--- src/rtl/psu_pkg.sv ---
// Shared types and constants for the PNG scanline unfilter block.
// No dependencies; used by every module under rtl/ except psu_ram.
package psu_pkg;

  localparam int BYTE_W = 8;
  localparam int BPP_W  = 3;
  localparam int ROWB_W = 15;
  localparam int CFG_W  = 15;

  // Highest legal filter code; anything above is flagged as bad.
  localparam logic [BYTE_W-1:0] FILT_MAX = 8'd4;

  // Configuration register indexes.
  localparam logic REG_BPP  = 1'b0;
  localparam logic REG_ROWB = 1'b1;

  // PNG filter types.
  typedef enum logic [2:0] {
    FILT_NONE  = 3'd0,
    FILT_SUB   = 3'd1,
    FILT_UP    = 3'd2,
    FILT_AVG   = 3'd3,
    FILT_PAETH = 3'd4
  } psu_filt_t;

  // One accepted item as seen by the reconstruction stage.
  typedef struct packed {
    logic [BYTE_W-1:0] raw;
    logic              is_filter;  // filter byte of a row
    logic              bad;        // filter byte with an illegal code
    logic              first;      // row above reads as zero
    logic              err;        // data byte of a row with an illegal code
    psu_filt_t         filt;       // filter of the current row
    logic              last;       // last data byte of the row
  } psu_item_t;

  // Status of the reconstruction stage.
  typedef struct packed {
    logic busy;        // stage register holds an item
    logic has_result;  // that item produces a result
    logic advance;     // the item moves on this cycle
  } psu_stage_t;

endpackage

--- src/rtl/psu_recon.sv ---
// Reconstruction stage: input register, filter arithmetic, result register.
// Depends on psu_pkg; the byte above comes from the row store's read port.
module psu_recon import psu_pkg::*; #(
  parameter int IW = 14
) (
  input  logic              clk,
  input  logic              rst,
  input  logic              load,
  input  psu_item_t         item_in,
  input  logic [IW-1:0]     idx_in,
  input  logic [BPP_W-1:0]  bytes_per_pixel,
  input  logic [BYTE_W-1:0] above,
  output logic              in_ready,
  output psu_stage_t        status,
  output logic              wr_en,
  output logic [IW-1:0]     wr_addr,
  output logic [BYTE_W-1:0] wr_data,
  output logic              out_valid,
  input  logic              out_ready,
  output logic [BYTE_W-1:0] out_byte,
  output logic              out_last,
  output logic              out_bad
);

  psu_item_t     s1;
  logic          s1_valid;
  logic [IW-1:0] s1_idx;
  logic [31:0]   left_history;
  logic [31:0]   upleft_history;

  logic              has_result;
  logic              advance;
  logic [1:0]        sel;
  logic [BYTE_W-1:0] a;
  logic [BYTE_W-1:0] b;
  logic [BYTE_W-1:0] c;
  logic [BYTE_W:0]   ab_sum;
  logic signed [9:0] d_bc;
  logic signed [9:0] d_ac;
  logic signed [9:0] d_p;
  logic [9:0]        pa;
  logic [9:0]        pb;
  logic [9:0]        pc;
  logic [BYTE_W-1:0] pred;
  logic [BYTE_W-1:0] val;

  // Stage handshake: a filter byte with a legal code produces nothing.
  assign has_result = s1.is_filter ? s1.bad : 1'b1;
  assign advance    = s1_valid && (!has_result || !out_valid || out_ready);
  assign in_ready   = !s1_valid || advance;

  assign status.busy       = s1_valid;
  assign status.has_result = s1_valid && has_result;
  assign status.advance    = advance;

  // Neighbor bytes: left and above-left one pixel back, above from the store.
  always_comb begin
    priority if (bytes_per_pixel == '0) begin
      sel = 2'd0;
    end else if (bytes_per_pixel > BPP_W'(4)) begin
      sel = 2'd3;
    end else begin
      sel = 2'(bytes_per_pixel - BPP_W'(1));
    end
  end
  assign a = left_history[8*sel +: 8];
  assign c = upleft_history[8*sel +: 8];
  assign b = s1.first ? '0 : above;

  // Paeth distances: |p-a| = |b-c|, |p-b| = |a-c|, |p-c| = |a+b-2c|.
  assign ab_sum = {1'b0, a} + {1'b0, b};
  assign d_bc   = $signed({2'b00, b}) - $signed({2'b00, c});
  assign d_ac   = $signed({2'b00, a}) - $signed({2'b00, c});
  assign d_p    = d_bc + d_ac;
  assign pa     = d_bc[9] ? 10'(-d_bc) : 10'(d_bc);
  assign pb     = d_ac[9] ? 10'(-d_ac) : 10'(d_ac);
  assign pc     = d_p[9]  ? 10'(-d_p)  : 10'(d_p);

  // Predictor of the row's filter.
  always_comb begin
    unique case (s1.filt)
      FILT_SUB:   pred = a;
      FILT_UP:    pred = b;
      FILT_AVG:   pred = ab_sum[BYTE_W:1];
      FILT_PAETH: begin
        if (pa <= pb && pa <= pc) begin
          pred = a;
        end else if (pb <= pc) begin
          pred = b;
        end else begin
          pred = c;
        end
      end
      default:    pred = '0;
    endcase
  end

  // Rows with an illegal code pass their data through unchanged.
  assign val = s1.err ? s1.raw : BYTE_W'(s1.raw + pred);

  // Reconstructed data bytes become the row above for the next row.
  assign wr_en   = advance && !s1.is_filter;
  assign wr_addr = s1_idx;
  assign wr_data = val;

  // Stage register.
  always_ff @(posedge clk) begin
    if (rst) begin
      s1_valid <= 1'b0;
    end else if (load) begin
      s1_valid <= 1'b1;
    end else if (advance) begin
      s1_valid <= 1'b0;
    end
  end

  always_ff @(posedge clk) begin
    if (load) begin
      s1     <= item_in;
      s1_idx <= idx_in;
    end
  end

  // Per-row pixel history, cleared by each filter byte.
  always_ff @(posedge clk) begin
    if (rst) begin
      left_history   <= '0;
      upleft_history <= '0;
    end else if (advance) begin
      if (s1.is_filter) begin
        left_history   <= '0;
        upleft_history <= '0;
      end else begin
        left_history   <= {left_history[23:0], val};
        upleft_history <= {upleft_history[23:0], b};
      end
    end
  end

  // Result register.
  always_ff @(posedge clk) begin
    if (rst) begin
      out_valid <= 1'b0;
    end else if (advance && has_result) begin
      out_valid <= 1'b1;
    end else if (out_ready) begin
      out_valid <= 1'b0;
    end
  end

  always_ff @(posedge clk) begin
    if (advance && has_result) begin
      out_byte <= s1.is_filter ? s1.raw : val;
      out_last <= !s1.is_filter && s1.last;
      out_bad  <= s1.is_filter || s1.err;
    end
  end

endmodule

--- config.mk ---
export PLATFORM = sky130hd
export DESIGN_NAME = psu_recon
export DESIGN_NICKNAME = d
export VERILOG_FILES = /design/src/rtl/psu_pkg.sv /design/src/rtl/psu_recon.sv
export SDC_FILE = /design/constraint.sdc
export NUM_CORES = 1
export LEC_CHECK = 0
export ABC_AREA = 1
export BUFFER_PORTS_ARGS = -buffer_cell sky130_fd_sc_hd__buf_2
export CAP_MARGIN = 20
export CELL_PAD_IN_SITES_DETAIL_PLACEMENT = 0
export CELL_PAD_IN_SITES_GLOBAL_PLACEMENT = 2
export CORE_ASPECT_RATIO = 1.4
export CORE_MARGIN = 10
export CORE_UTILIZATION = 29
export CTS_CLUSTER_DIAMETER = 60
export CTS_CLUSTER_SIZE = 16
export DETAILED_ROUTE_END_ITERATION = 8
export PLACE_DENSITY_LB_ADDON = 0.15
export SYNTH_ARGS = -nofsm -noshare
export SYNTH_HDL_FRONTEND = slang
export SYNTH_SLANG_ARGS = --single-unit
--- constraint.sdc ---
create_clock -name clk -period 23.9 [get_ports clk]
set_clock_uncertainty 0.2 [all_clocks]
set_input_delay 7.17 -clock clk [delete_from_list [all_inputs] [get_ports clk]]
set_output_delay 7.17 -clock clk [all_outputs]
set_load 0.02 [all_outputs]
== After elaboration in Yosys (flattened, before gate mapping) ==
Index checks and enable logic that the tools add are counted.
Widths: inputs -> output; s select.

* Flip-flop bits (word level): 106
* Input port bits: 45
* Output and inout bits: 38
* Word-level logic and storage cells: 69

* Add/sub/neg operators: 9
* Order comparisons: 4
* Equality and inequality tests: 4
* Shift-type cells: 2
* Multiplexer cells: 18
* Reduce and logical (&&, ||, !) cells: 17

{| class="wikitable"
|+ Operators with widths
! cell !! count
|-
| $mux 32 || 2
|-
| $shiftx 32x6->8 || 2
|-
| $mux 8 || 5
|-
| $pmux 8 s4 || 1
|-
| $le 10x10->1 || 3
|-
| $mux 10 || 3
|-
| $neg 9->10 || 2
|-
| $sub 8x8->9 || 2
|-
| $add 9x9->10 || 1
|-
| $neg 10->10 || 1
|-
| $add 8x8->9 || 1
|-
| $add 8x8->8 || 1
|-
| $eq 3x2->1 const B || 2
|-
| $logic_and 1x1->1 || 6
|-
| $mux 1 || 5
|-
| $logic_not 1->1 || 4
|-
| $logic_or 1x1->1 || 4
|-
| $mux 2 || 2
|-
| $reduce_bool 2->1 || 2
|-
| $eq 3x1->1 const B || 1
|-
| $eq 3x3->1 const B || 1
|-
| $gt 3x3->1 const B || 1
|-
| $logic_not 3->1 || 1
|-
| $sub 2x1->2 const B || 1
|}

== Longest topological paths before layout ==
* Depth after elaboration: 15
* Gate-level depth with buffers: 60
* Gate-level depth less buffers: 57

== Worst setup path after synthesis ==
OpenSTA, ideal clock, no wires.

* Kind: input to output
* Start: in bytes_per_pixel[0]
* End: out wr_data[6]
* Data arrival time: 13,995 ps
* Required time: 16,530 ps
* Setup slack: 2,535 ps
* Stages: 49
* Cells stage by stage: inv_1 -> ha_1 -> inv_1 -> nand2_1 -> nand2_1 -> buf_2 -> buf_1 -> a21oi_1 -> a32oi_1 -> inv_1 -> ha_1 -> a21oi_2 -> inv_1 -> a31oi_1 -> inv_1 -> or2_0 -> nand2_1 -> inv_1 -> [13 not listed] -> nand3_1 -> nand2_1 -> clkbuf_1 -> inv_1 -> o21ai_0 -> o211ai_1 -> o2111ai_1 -> ha_1 -> inv_1 -> fa_1 -> inv_1 -> nand3_1 -> nand2_1 -> nand2_1 -> nand2_1 -> a21oi_1 -> or2_2 -> a31oi_1

* Word-level cells in the longest chain between the ends: 14

{| class="wikitable"
|+ Ends and longest elaborated chain
! item !! RTL line !! source
|-
| from (decl) || psu_recon.sv:11 || <nowiki>input logic [BPP_W-1:0] bytes_per_pixel,</nowiki>
|-
| $gt 3x3->1 or $sub 2x1->2 (tied branches) || psu_recon.sv:60, psu_recon.sv:63 ||
|-
| $mux 2 || psu_recon.sv:60 || <nowiki>end else if (bytes_per_pixel > BPP_W'(4)) begin</nowiki>
|-
| $mux 2 * || psu_recon.sv:58 || <nowiki>priority if (bytes_per_pixel == '0) begin</nowiki>
|-
| $shiftx 32x6->8, on equally long branches || psu_recon.sv:67, psu_recon.sv:66 ||
|-
| $sub 8x8->9, on equally long branches || psu_recon.sv:72, psu_recon.sv:73 ||
|-
| $add 9x9->10 || psu_recon.sv:74 || <nowiki>assign d_p = d_bc + d_ac;</nowiki>
|-
| $neg 10->10 || psu_recon.sv:77 || <nowiki>assign pc = d_p[9] ? 10'(-d_p) : 10'(d_p);</nowiki>
|-
| $mux 10 || psu_recon.sv:77 ||
|-
| $le 10x10->1, on equally long branches || psu_recon.sv:88, psu_recon.sv:86 ||
|-
| $mux 8 or $logic_and 1x1->1 (tied branches) || psu_recon.sv:88, psu_recon.sv:86 ||
|-
| $mux 8 || psu_recon.sv:86 || <nowiki>if (pa <= pb && pa <= pc) begin</nowiki>
|-
| $pmux 8 s4 * || psu_recon.sv:81 || <nowiki>unique case (s1.filt)</nowiki>
|-
| $add 8x8->8 * || psu_recon.sv:99 || <nowiki>assign val = s1.err ? s1.raw : BYTE_W'(s1.raw + pred);</nowiki>
|-
| $mux 8 * || psu_recon.sv:99 ||
|-
| to (decl) || psu_recon.sv:17 || <nowiki>output logic [BYTE_W-1:0] wr_data,</nowiki>
|}

Mark *: on every way between the ends. The rest lies on a longest branch, timed or not.

== Worst setup path in the final report ==
Same ends and word-level chain as after synthesis.

==> results.py <==
metrics = {
    "global_route": {
        "grt_overflow": 0,
        "antenna_found_initial": 1,
        "grt_max_degree": 62,
        "grtUsageTotal": 0.150,
        "grt_pass1_vias": 7084,
        "grt_pass1_wl_um": 38700,
    },
    "pwr": {
        "power.density_nw_per_um2": 97.6,
        "leakagePower_nw": 3.99,
        "vdd_ir_drop_max_mv": 0.0388,
    },
    "sta": {
        "layout_min_cycle_time_ns": 22.73,
        "fmax_ghz": 0.0440,
        "whs_ns": 0.267,
        "post-route-period-util": 0.951,
        "hold_viol": 0,
        "rsz0062_at_grt": "no",
        "slew_headroom": 0.408,
        "setup_viol": 0,
        "setup_tns_ns": 0,
        "report.final.slew_viol_count": 0,
        "tightest_slew_ns": 0.885,
    },
    "placement": {
        "place_area_um2": 8410,
        "dp_hpwl_um": 19800,
        "gp_congestion": 0.823,
        "numPortBuffers": 82,
    },
    "hold_path": {
        "worst_hold_path_type": "register to register",
        "min_from": "left_history[29]",
    },
    "floorplan": {
        "die_w_um": 157,
        "std_cell_rows": 70,
        "die_y_um": 212,
        "dieArea_um2": 33500,
        "io_pins": 83,
        "core_area_um2": 26100,
        "start_util": 0.294,
    },
    "synth": {
        "ys_types": 51,
        "syn_inst": 1084,
        "synth_top_cell_area_share": 0.172,
        "avgSynthCellArea_um2": 7.08,
        "synth-async-reset-ratio": 0,
        "yosysMostFrequentCell": "nand2_1",
        "synth_area_leaders": "dfxtp_1 (17%), nand2_1 (16%), edfxtp_1 (16%)",
        "ys_warn_count": 0,
        "syn_area_um2": 7670,
        "ys_seq_area_frac": 0.329,
        "synthXorXnorAreaFrac": 0.0329,
        "synth_mux_area_frac": 0,
        "synth_top_family_by_area": "simple AND/OR/NAND/NOR gates",
        "synth-seq-cells": 106,
        "synth_compound_area_frac": 0.159,
        "synth_edf_count": 40,
        "synthTopCellsByCount": "nand2_1 (331), inv_1 (143), a21oi_1 (109)",
        "synth_area_leader_cell": "dfxtp_1",
        "post_synth_fa_ha_maj_area_fraction": 0.130,
        "synth-simple-area-share": 0.254,
        "ys.flop_type": "dfxtp_1",
    },
    "setup_path": {
        "path_buf_inv": 14,
        "crit_path_max_incr_delay_ns": 0.62,
        "crit_type": "input port to primary output",
        "crit_path_start_kind": "input port",
        "cpMostUsedCell": "inv_1",
        "path_delay_family": "simple AND/OR/NAND/NOR gates",
        "end_kind": "primary output",
        "crit_required_ns": 16.53,
        "worstReg2RegStart": "upleft_history[17]",
        "crit_fanout": 17,
        "worst_ep_arrival_time_ns": 15.36,
        "crit_slowest_cell": "a32oi_1",
        "crit_start": "bytes_per_pixel[0]",
    },
    "clocking": {
        "cts_root_buffer": "clkbuf_16",
        "cts_tree": "yes",
        "cts_sinks": 106,
        "cts_resized": 0,
        "cts_buffer_depth": 2,
        "h-tree-depth": 3,
        "path_clk_slew_ns": 0.07,
        "hold_buffers": 0,
        "insertion_delay_ns": 0.36,
        "numCtsBuffers": 9,
        "post_cts_buffers": 0,
    },
    "job": {
        "cap_violations": 0,
    },
    "routing": {
        "via_per_inst": 4.75,
        "dr.first_iter.drc_count": 308,
        "dr.pass1.iters": 4,
        "drt-total-wl_um": 24500,
        "postRouteAntennaNets": 0,
        "drc": 0,
        "drt-wirelength-per-cell_um": 16.5,
        "vias": 7047,
    },
    "final_layout": {
        "layout.nets": 1275,
        "syn_to_final_growth_pct": 13.5,
        "layout-drive-gt1-share": 0.117,
        "postLayoutCellArea_um2": 8710,
    },
    "outcome": {
        "outcome": "finished clean",
    },
}
==> path summary, 6_finish.rpt <==
path / to / slack (ns) / depth (start not counted)
setup / recovery: wr_data[6] / 1.17 / 49
hold / removal: left_history[29] / 0.27 / 2
setup reg to reg: out_byte[6] / 15.93 / 45
hold reg to reg: left_history[29] / 0.27 / 2
==> worst register-to-register path, delay by kind of cell (launching register included) <==
family                     cells  cell delay, ns
adders and majority gates      5            1.45
AOI/OAI and AO/OA             10            2.29
and+or+nand+nor               19            2.70
buffers and inverters         11            0.87
DFF                            1            0.35
==> report_power, final <==
group          switching, W  leakage, nW  internal [W]
clock             0.0000691        0.149     0.0000809
combinational      0.000332         2.92      0.000169
sequential       0.00000381        0.920      0.000195
total              0.000404         3.99      0.000446
==> cells in the final DEF (no fill, tap or decap), types with 4 or more instances in the layout <==
cell type  instances
nand2_1          331
inv_1            142
a21oi_1          109
buf_2             82
ha_1              72
dfxtp_1           66
nor2_1            60
o21ai_0           51
nand3_1           47
edfxtp_1          40
xor2_1            17
nand4_1           12
clkbuf_16          9
buf_4              8
nor3_1             7
o2111ai_1          6
a21oi_2            5
a31oi_1            5
xnor2_1            5
o211ai_1           5
inv_2              5
nand2_2            5
o22ai_1            5
fa_1               5
a32oi_1            4
o21bai_1           4
a32o_1             4
conb_1             4
==> flip-flops by register name (all words and copies together), names as in the netlist <==
signal / cells
upleft_history: 32
wr_addr: 14
s1_valid: 1
left_history: 32
s1: 16
out_byte: 8
out_bad: 1
out_last: 1
out_valid: 1
==> per-layer routing <==
| metal | global-route usage | up-vias | part of all wire |
|---|---|---|---|
| li1 | - | 3693 | - |
| met1 | 0.155 | 3227 | 0.39 |
| met3 | 0.0253 | 26 | 0.028 |
| met4 | 0.0511 | 0 | 0.025 |
| met2 | 0.292 | 101 | 0.56 |
| met5 | 0 | - | 0 |
==> metrics by stage <==
step / std cells / utilization / power [W] / setup slack, ns
after global routing: 1482 / 0.334 / 0.000949 / 0.158
after detailed placement: 1466 / 0.322 / 0.000714 / 1.09
after global placement: 1466 / 0.322 / 0.000720 / 1.20
final: 1483 / 0.334 / 0.000850 / 1.17
after floorplan: 1086 / - / 0.000578 / 2.53
after CTS: 1482 / 0.334 / 0.000869 / 1.06
==> cells by family after synthesis <==
group | Yosys count
xor+xnor | 25
simple gates | 477
compound gates | 213
fa+ha+maj | 77
buf+inv | 184
other cells | 2
flops | 106
==> final cells by class <==
cell class,instances,area (um^2)
Multi-Input combinational cell,796,4450
Fill cell,2911,17400
Inverter,150,563
Clock buffer,13,270
Clock inverter,3,28.8
Antenna cell,1,2.50
Tap cell,324,405
Timing Repair Buffer,90,470
Sequential cell,106,2520
No activity file was read; power rests on OpenSTA's default activity.
