**src/rtl/psu_pkg.sv**
```systemverilog
// Shared types and constants for the PNG scanline unfilter block.
// No dependencies; used by every module under rtl/ except psu_ram.
package psu_pkg;

  localparam int BYTE_W = 8;
  localparam int BPP_W  = 3;
  localparam int ROWB_W = 15;
  localparam int CFG_W  = 15;

  // Highest legal filter code; anything above is flagged as bad.
  localparam logic [BYTE_W-1:0] FILT_MAX = 8'd4;

  // Configuration register indexes.
  localparam logic REG_BPP  = 1'b0;
  localparam logic REG_ROWB = 1'b1;

  // PNG filter types.
  typedef enum logic [2:0] {
    FILT_NONE  = 3'd0,
    FILT_SUB   = 3'd1,
    FILT_UP    = 3'd2,
    FILT_AVG   = 3'd3,
    FILT_PAETH = 3'd4
  } psu_filt_t;

  // One accepted item as seen by the reconstruction stage.
  typedef struct packed {
    logic [BYTE_W-1:0] raw;
    logic              is_filter;  // filter byte of a row
    logic              bad;        // filter byte with an illegal code
    logic              first;      // row above reads as zero
    logic              err;        // data byte of a row with an illegal code
    psu_filt_t         filt;       // filter of the current row
    logic              last;       // last data byte of the row
  } psu_item_t;

  // Status of the reconstruction stage.
  typedef struct packed {
    logic busy;        // stage register holds an item
    logic has_result;  // that item produces a result
    logic advance;     // the item moves on this cycle
  } psu_stage_t;

endpackage

```
**src/rtl/psu_rowtrack.sv**
```systemverilog
// Row position tracking: classifies each input byte as filter or data byte,
// computes its column and the row flags. Depends on psu_pkg.
module psu_rowtrack import psu_pkg::*; #(
  parameter int MAX_ROW_BYTES = 16384
) (
  input  logic                             clk,
  input  logic                             rst,
  input  logic                             accept,
  input  logic [BYTE_W-1:0]                raw_byte,
  input  logic                             pass_start,
  input  logic [ROWB_W-1:0]                row_bytes,
  output psu_item_t                        item,
  output logic [$clog2(MAX_ROW_BYTES)-1:0] idx
);

  localparam int PW = $clog2(MAX_ROW_BYTES + 1);
  localparam int IW = $clog2(MAX_ROW_BYTES);
  localparam int CW = (PW > ROWB_W) ? PW : ROWB_W;

  logic [PW-1:0] byte_position;
  logic          first_row;
  logic          row_error;
  psu_filt_t     row_filter;

  logic [PW-1:0] pos;
  logic          fr;
  logic [CW-1:0] rb_ext;
  logic [CW-1:0] len_full;
  logic [PW-1:0] len;
  logic [PW-1:0] idx_full;
  logic          is_filter;
  logic          last;
  logic          bad;

  // A pass start abandons any partial row and opens a first row.
  assign pos = pass_start ? '0 : byte_position;
  assign fr  = pass_start | first_row;

  // Effective row length, clamped to 1..MAX_ROW_BYTES.
  assign rb_ext = CW'(row_bytes);
  always_comb begin
    priority if (rb_ext == '0) begin
      len_full = CW'(1);
    end else if (rb_ext > CW'(MAX_ROW_BYTES)) begin
      len_full = CW'(MAX_ROW_BYTES);
    end else begin
      len_full = rb_ext;
    end
  end
  assign len = len_full[PW-1:0];

  // Column of this data byte; a count that has reached the length ends the row.
  assign is_filter = (pos == '0);
  assign last      = !is_filter && (pos >= len);
  assign idx_full  = last ? (len - PW'(1)) : (pos - PW'(1));
  assign idx       = idx_full[IW-1:0];
  assign bad       = raw_byte > FILT_MAX;

  assign item.raw       = raw_byte;
  assign item.is_filter = is_filter;
  assign item.bad       = bad;
  assign item.first     = fr;
  assign item.err       = row_error;
  assign item.filt      = row_filter;
  assign item.last      = last;

  // Row state advances with every accepted item.
  always_ff @(posedge clk) begin
    if (rst) begin
      byte_position <= '0;
      first_row     <= 1'b1;
      row_error     <= 1'b0;
      row_filter    <= FILT_NONE;
    end else if (accept) begin
      if (is_filter) begin
        byte_position <= PW'(1);
        first_row     <= fr;
        row_error     <= bad;
        row_filter    <= bad ? FILT_NONE : psu_filt_t'(raw_byte[2:0]);
      end else if (last) begin
        byte_position <= '0;
        first_row     <= 1'b0;
      end else begin
        byte_position <= pos + PW'(1);
        first_row     <= fr;
      end
    end
  end

endmodule

```
**config.mk**
```make
export PLATFORM = sky130hd
export DESIGN_NAME = psu_rowtrack
export DESIGN_NICKNAME = d
export VERILOG_FILES = /design/src/rtl/psu_pkg.sv /design/src/rtl/psu_rowtrack.sv
export SDC_FILE = /design/constraint.sdc
export NUM_CORES = 1
export LEC_CHECK = 0
export CAP_MARGIN = 25
export CORE_MARGIN = 5
export CORE_UTILIZATION = 40
export DETAILED_ROUTE_END_ITERATION = 10
export DONT_BUFFER_PORTS = 1
export GPL_TIMING_DRIVEN = 0
export PLACE_DENSITY = 0.65
export SLEW_MARGIN = 20
export SYNTH_ARGS = -nofsm -noshare
export SYNTH_HDL_FRONTEND = slang
export SYNTH_SLANG_ARGS = --single-unit
```
**constraint.sdc**
```tcl
create_clock -name clk -period 7.1 [get_ports clk]
set_input_delay 1.42 -clock clk [delete_from_list [all_inputs] [get_ports clk]]
set_output_delay 1.42 -clock clk [all_outputs]
set_load 0.05 [all_outputs]
```
== Yosys cells after proc, flatten, opt, wreduce, memory -nomap -nowiden ==
Cells that the tools add are included.
Storage, ports and cells
  logic and storage cells: 25
  output and inout bits: 30
  bits in read-only memories: 0
  bits in registers: 20
  RAM bits: 0
  latch bits: 0
  memories kept: 0
  bits of input ports: 27
Operators by class
  shifts and indexed selects: 0
  multiplexer cells: 9
  $add $sub $neg: 3
  reduce and logical (&&, ||, !) cells: 5
  order comparisons: 3
  $mul: 0
  bitwise operators: 1
  equality and inequality tests: 0
  div/mod/pow operators: 0
Operators by type and width (number)
  two-way mux 15 bit: 5
  logical NOT 15 bit: 2
  subtractor 14 x 1 -> 14 bit (second input constant): 2
  adder 15 x 1 -> 15 bit (second input constant): 1
  >= comparator 15 bit: 1
  greater-than comparator 15 bit (second input constant): 1
  two-way mux 14 bit: 1
  greater-than comparator 8 x 3 -> 1 bit (second input constant): 1
  two-way mux 3 bit: 1
  two-way mux 1 bit: 2
  AND reduction 2 bit: 1
  logical AND 1 bit: 1
  logical NOT 1 bit: 1
  bitwise OR 1 bit: 1

== Depth between registers and ports, before layout ==
  depth in word-level cells: 7
  depth in mapped cells: 19

== Worst setup path after synthesis ==
Ideal clock, no wire load.
  kind: input -> output
  start: input port row_bytes[3]
  end: output port idx[10]
  setup slack: -473 ps
  path buffers: 2
  stages on the path: 18
  arrival: 6153 ps
  cells stage by stage: or4_4 nor4_4 a31oi_1 nor2_1 ha_1 nor2b_1 o21ai_0 a41o_1 a21o_1 or2b_1 buf_6 buf_12 mux2i_1 ha_1 o21ai_2 nor3_1 xnor2_1 mux2i_1
On the way
  word-level cells in the longest chain between the ends: 6
  elaborated cells between the ends (all ways): 8
RTL lines
  start: declaration: line psu_rowtrack.sv:11  | input logic [ROWB_W-1:0] row_bytes,
  greater-than comparator 15 bit: line psu_rowtrack.sv:44  | end else if (rb_ext > CW'(MAX_ROW_BYTES)) begin
  two-way mux 15 bit: line psu_rowtrack.sv:44
  two-way mux 15 bit (*): line psu_rowtrack.sv:42  | priority if (rb_ext == '0) begin
  >= comparator 15 bit: line psu_rowtrack.sv:54  | assign last = !is_filter && (pos >= len);
  logical AND 1 bit: line psu_rowtrack.sv:54
  two-way mux 14 bit (*): line psu_rowtrack.sv:55  | assign idx_full = last ? (len - PW'(1)) : (pos - PW'(1));
  end: declaration: line psu_rowtrack.sv:13  | output logic [$clog2(MAX_ROW_BYTES)-1:0] idx
Every way passes the cells marked *; elsewhere a longest branch is shown, timed or not.

== Final worst setup path ==
  start: input port row_bytes[4]
  end: output port idx[6]
The elaborated chain is that of the path after synthesis.

==> flow_summary.html <==
<table>
<tr><th>Metric</th><th>Value</th></tr>
<tr><th colspan="2">Placement</th></tr>
<tr><td>Inst Count DP</td><td>402</td></tr>
<tr><td>Detail Placement HPWL</td><td>5390 um</td></tr>
<tr><td>Instance area at placement</td><td>2560 um^2</td></tr>
<tr><td>Total of buffers placed on input and output ports</td><td>0</td></tr>
<tr><td>Place WS</td><td>-0.534 ns</td></tr>
<tr><td>Global placement routability congestion</td><td>0.881</td></tr>
<tr><th colspan="2">STA</th></tr>
<tr><td>Final period util</td><td>0.990</td></tr>
<tr><td>Fin. Hold Viols</td><td>0</td></tr>
<tr><td>Final clock skew</td><td>0.00301 ns</td></tr>
<tr><td>Worst-case setup margin in the final layout</td><td>0.0718 ns</td></tr>
<tr><td>RSZ-0062 raised after global routing</td><td>true</td></tr>
<tr><td>Final setup violation count</td><td>0</td></tr>
<tr><td>Total Negative Setup Slacks</td><td>0 ns</td></tr>
<tr><td>Worst Max-Slew Pin Slew</td><td>0.972 ns</td></tr>
<tr><td>Highest clock frequency the design can meet</td><td>0.142 GHz</td></tr>
<tr><td>Max-Slew Margin vs Limit</td><td>0.348</td></tr>
<tr><td>Number of slew-limit violations in the final report</td><td>0</td></tr>
<tr><td>Final worst path period need</td><td>7.03 ns</td></tr>
<tr><td>Post-Route Hold Slack</td><td>0.524 ns</td></tr>
<tr><th colspan="2">Worst setup path</th></tr>
<tr><td>Slowest cell delay on critical path</td><td>0.54 ns</td></tr>
<tr><td>Worst Setup Path Type</td><td>input pin to output port</td></tr>
<tr><td>Launching instance or port of the critical path</td><td>row_bytes[4]</td></tr>
<tr><td>Setup slack of the worst register-to-register path</td><td>4.16 ns</td></tr>
<tr><td>Worst-path cell chain</td><td>or4_4, nor4_4, a31oi_1, nor2_2, ha_1, nor2b_1, o21ai_1, a41o_1, a21o_1, or2b_1, buf_6, buf_12, mux2i_4, ha_4, buf_4, buf_4, nand3_2, a21oi_2, a2111oi_2, a41o_2</td></tr>
<tr><td>Length in cells of the worst reg-to-reg path</td><td>9</td></tr>
<tr><td>Largest driver fanout on the critical path</td><td>4</td></tr>
<tr><td>Endpoint kind of the worst setup timing path</td><td>output port</td></tr>
<tr><td>CP Data Arrival Time</td><td>5.61 ns</td></tr>
<tr><td>Worst reg2reg path startpoint</td><td>byte_position[6]$_SDFFE_PP0P_</td></tr>
<tr><td>Most prevalent standard cell on the critical path</td><td>sky130_fd_sc_hd__buf_4</td></tr>
<tr><td>Slowest cell on the critical path</td><td>sky130_fd_sc_hd__or4_4</td></tr>
<tr><td>Critical R2R Capture</td><td>byte_position[5]$_SDFFE_PP0P_</td></tr>
<tr><td>Worst endpoint required time</td><td>5.68 ns</td></tr>
<tr><td>Type of element launching the critical path</td><td>input pin</td></tr>
<tr><th colspan="2">Drt</th></tr>
<tr><td>Total iterations of the first detailed-routing run</td><td>4</td></tr>
<tr><td>Average wire per standard cell</td><td>16.5 um</td></tr>
<tr><td>Drt via density</td><td>5.71</td></tr>
<tr><td>Wire length reported by the detailed router</td><td>6830 um</td></tr>
<tr><td>Via count</td><td>2371</td></tr>
<tr><td>Number of violations reported at the end of detailed-routing iteration 0</td><td>207</td></tr>
<tr><td>Number of antenna-violating nets in the routed design</td><td>0</td></tr>
<tr><td>Post-route DRC violation count</td><td>0</td></tr>
<tr><th colspan="2">Synthesis</th></tr>
<tr><td>Cell types occupying the most area after synthesis</td><td>sky130_fd_sc_hd__dfxtp_1 (17%), sky130_fd_sc_hd__ha_1 (9.4%), sky130_fd_sc_hd__xnor2_1 (7.3%), sky130_fd_sc_hd__nor2_1 (4.8%), sky130_fd_sc_hd__buf_4 (4.7%)</td></tr>
<tr><td>Top-area cell type share of the netlist area</td><td>0.166</td></tr>
<tr><td>Multiplexer share of the synthesized area</td><td>0.0421</td></tr>
<tr><td>Post-synthesis share of cell area spent on and, or, nand and nor gates</td><td>0.297</td></tr>
<tr><td>Number of enable-type register cells in the synthesized netlist</td><td>0</td></tr>
<tr><td>Number of synthesized register bits</td><td>20</td></tr>
<tr><td>Post-synthesis sequential area ratio</td><td>0.166</td></tr>
<tr><td>Yosys top cell by area</td><td>sky130_fd_sc_hd__dfxtp_1</td></tr>
<tr><td>Number of warning messages in the yosys log</td><td>0</td></tr>
<tr><td>Parity-gate share of the synthesized area counting xor and xnor cells</td><td>0.0874</td></tr>
<tr><td>Main flop type after synthesis</td><td>sky130_fd_sc_hd__dfxtp_1</td></tr>
<tr><td>Share of flip-flops with an asynchronous set or reset after synthesis</td><td>0</td></tr>
<tr><td>Distinct cell type count of the synthesized netlist</td><td>59</td></tr>
<tr><td>Gate count of the mapped netlist</td><td>322</td></tr>
<tr><td>Fraction of the mapped netlist area in adder cells</td><td>0.0936</td></tr>
<tr><td>Average size of a mapped cell</td><td>7.47 um^2</td></tr>
<tr><td>Dominant combinational cell family by area after synthesis</td><td>simple AND/OR/NAND/NOR gates</td></tr>
<tr><td>Compound-gate portion of the synthesized area</td><td>0.206</td></tr>
<tr><td>Combined area of all synthesized cells</td><td>2410 um^2</td></tr>
<tr><td>Post-Syn Nets</td><td>367</td></tr>
<tr><th colspan="2">Finish</th></tr>
<tr><td>Share of the core filled with cells in the final layout</td><td>0.466</td></tr>
<tr><td>Non-filler cells in the finished layout</td><td>415</td></tr>
<tr><td>Nets</td><td>386</td></tr>
<tr><td>Layout Cell Area excl Fill</td><td>2740 um^2</td></tr>
<tr><td>Total of fill cells in the finished design</td><td>605</td></tr>
<tr><td>N_diodes</td><td>0</td></tr>
<tr><td>Synth-to-layout area growth</td><td>14.0%</td></tr>
<tr><td>Fraction of final layout cells sized beyond drive strength 1</td><td>0.182</td></tr>
<tr><th colspan="2">Pwr</th></tr>
<tr><td>Sum of internal, switching and leakage power</td><td>303 uW</td></tr>
<tr><td>Worst supply voltage drop on vdd</td><td>0.0820 mV</td></tr>
<tr><td>Ratio of total power to cell area</td><td>110 nW/um^2</td></tr>
<tr><td>Part of the total power dissipated in the clock network</td><td>0.289</td></tr>
<tr><td>Static leakage power</td><td>1.15 nW</td></tr>
<tr><td>Sequential share of power</td><td>0.377</td></tr>
<tr><td>Switching share of power</td><td>0.357</td></tr>
<tr><td>Logic pwr share</td><td>0.334</td></tr>
<tr><td>Power spent charging and discharging nets</td><td>108 uW</td></tr>
<tr><td>Internal power component</td><td>195 uW</td></tr>
<tr><th colspan="2">Clock network</th></tr>
<tr><td>Clock Tree Root</td><td>sky130_fd_sc_hd__clkbuf_8</td></tr>
<tr><td>Clock network latency to the later pin of the worst-skew pair</td><td>0.26 ns</td></tr>
<tr><td>Clock tree from TritonCTS</td><td>done</td></tr>
<tr><td>CTS H-Tree Depth</td><td>1</td></tr>
<tr><td>Number of buffers added by the clock tree synthesis step</td><td>3</td></tr>
<tr><td>CTS sink count</td><td>20</td></tr>
<tr><td>Clk slew on worst S/H paths</td><td>0.07 ns</td></tr>
<tr><td>Number of buffers on the longest clock path</td><td>2</td></tr>
<tr><th colspan="2">Global route</th></tr>
<tr><td>Overall global routing resource usage</td><td>0.179</td></tr>
<tr><td>Largest net degree at the start of global routing</td><td>20</td></tr>
<tr><td>Via count of the first global-routing pass</td><td>2269</td></tr>
<tr><td>Initial antenna violation count</td><td>0</td></tr>
<tr><td>Aggregate global routing overflow</td><td>0</td></tr>
<tr><td>Global-route wire length before repair</td><td>11000 um</td></tr>
<tr><th colspan="2">Floorplanning</th></tr>
<tr><td>IO Pins</td><td>57</td></tr>
<tr><td>Height of the die</td><td>87.6 um</td></tr>
<tr><td>Total Die Area</td><td>7670 um^2</td></tr>
<tr><td>Die boundary width</td><td>87.6 um</td></tr>
<tr><td>Std-Cell Rows</td><td>28</td></tr>
<tr><td>Core area</td><td>5890 um^2</td></tr>
<tr><td>Effective utilization at floorplan</td><td>0.409</td></tr>
<tr><th colspan="2">Min path</th></tr>
<tr><td>Terminating pin of the worst hold path</td><td>byte_position[14]$_SDFFE_PP0P_</td></tr>
<tr><td>Min-delay worst type</td><td>flop to flop</td></tr>
<tr><td>Number of cells traversed by the worst hold path</td><td>2</td></tr>
<tr><td>Source of the worst hold timing path</td><td>byte_position[14]$_SDFFE_PP0P_</td></tr>
<tr><th colspan="2">Run status</th></tr>
<tr><td>Result of the run</td><td>finished, final reports clean</td></tr>
<tr><th colspan="2">Run</th></tr>
<tr><td>Number of violations of the max-capacitance limit</td><td>0</td></tr>
</table>
## layout make-up
class                   count  area (um^2)  share of cell area
plain buffers              28          201              0.0734
clock buffers               4         55.1              0.0201
inverters                  14         52.6              0.0192
multi-input cells         259         1830               0.666
flip-flops and latches     20          400               0.146
well taps                  75         93.8              0.0342
repair buffers             15          113              0.0410
## cells in the final DEF, fill, tap and decap left out, types with 3 or more instances in the layout
cell / netlist / layout
sky130_fd_sc_hd__nor2b_1: 11 / 11
sky130_fd_sc_hd__a22oi_1: 11 / 11
sky130_fd_sc_hd__ha_1: 18 / 17
sky130_fd_sc_hd__nand4_1: 6 / 6
sky130_fd_sc_hd__nor3_1: 15 / 15
sky130_fd_sc_hd__nand2b_1: 5 / 5
sky130_fd_sc_hd__o21ai_1: 1 / 3
sky130_fd_sc_hd__nor2_1: 31 / 30
sky130_fd_sc_hd__a31oi_1: 3 / 3
sky130_fd_sc_hd__o21ai_0: 13 / 11
sky130_fd_sc_hd__dfxtp_1: 20 / 20
sky130_fd_sc_hd__buf_4: 15 / 30
sky130_fd_sc_hd__clkbuf_1: 8 / 7
sky130_fd_sc_hd__and2_1: 4 / 4
sky130_fd_sc_hd__buf_6: 3 / 3
sky130_fd_sc_hd__inv_1: 12 / 12
sky130_fd_sc_hd__clkbuf_8: 0 / 4
sky130_fd_sc_hd__mux2i_4: 0 / 3
sky130_fd_sc_hd__nand2_1: 30 / 30
sky130_fd_sc_hd__a21oi_1: 21 / 19
sky130_fd_sc_hd__nor4_1: 5 / 5
sky130_fd_sc_hd__mux2i_1: 9 / 6
sky130_fd_sc_hd__and3_1: 3 / 3
sky130_fd_sc_hd__a21o_1: 4 / 4
sky130_fd_sc_hd__nand3b_1: 3 / 3
sky130_fd_sc_hd__nand3_1: 9 / 8
sky130_fd_sc_hd__xor2_1: 4 / 4
sky130_fd_sc_hd__xnor2_1: 20 / 20
## power groups by stage
stage | Combinational [mW] | Clock [mW] | Sequential (mW)
after CTS | 0.0986 | 0.0907 | 0.114
after global routing | 0.109 | 0.0978 | 0.114
after floorplan | 0.0793 | 0 | 0.117
after detailed placement | 0.0950 | 0 | 0.117
final | 0.101 | 0.0875 | 0.114
after global placement | 0.0918 | 0 | 0.117
## worst max-delay path: cells and delay by family
family	cells	cell delay (ns)
fa+ha+maj	2	0.51
compound gates	7	1.32
simple gates	6	1.38
buf+inv	4	0.45
mux	1	0.50
## synthesized netlist by cell type, types with 6 or more instances
cell and instances:
sky130_fd_sc_hd__nor2_1 31, sky130_fd_sc_hd__nand2_1 30, sky130_fd_sc_hd__a21oi_1 21, sky130_fd_sc_hd__dfxtp_1 20
sky130_fd_sc_hd__xnor2_1 20, sky130_fd_sc_hd__ha_1 18, sky130_fd_sc_hd__buf_4 15, sky130_fd_sc_hd__nor3_1 15
sky130_fd_sc_hd__o21ai_0 13, sky130_fd_sc_hd__inv_1 12, sky130_fd_sc_hd__a22oi_1 11, sky130_fd_sc_hd__nor2b_1 11
sky130_fd_sc_hd__mux2i_1 9, sky130_fd_sc_hd__nand3_1 9, sky130_fd_sc_hd__clkbuf_1 8, sky130_fd_sc_hd__nand4_1 6
## metal layers
metal | vias up | routed length [um] | global-route usage
met2 | 86 | 3200 | 0.287
met1 | 1102 | 3030 | 0.250
met3 | 6 | 531 | 0.0310
li1 | 1177 | - | -
met4 | 0 | 68 | 0.0391
met5 | - | 0 | 0
## worst max-delay path by stage
stage              end  slack (ns)  depth (start not counted)
3_5_place_dp   idx[12]       -0.53                         18
6_report        idx[6]        0.07                         20
4_1_cts        idx[12]       -0.08                         18
5_1_grt         idx[6]       -0.08                         20
3_3_place_gp   idx[12]       -0.48                         18
2_1_floorplan  idx[10]        0.15                         18
## sequential cells by signal (all words and copies together), names as in the netlist
| register | count |
|---|---|
| first_row | 1 |
| byte_position | 15 |
| row_filter | 3 |
| row_error | 1 |
## what timing repair did
action,CTS,global route
gates resized for setup,6,7
pin swaps,2,9
hold buffers,0,0
buffers inserted,4,6
endpoints found under the setup margin,6,5
## cell families after synthesis
kind of cell,count (synthesis)
multiplexers,10
XOR/XNOR,24
AO/OA/AOI/OAI,73
adder cells (fa/ha/maj),18
AND/OR/NAND/NOR,134
flip-flops,20
buffers and inverters,43
No activity file was read; power rests on OpenSTA's default activity.
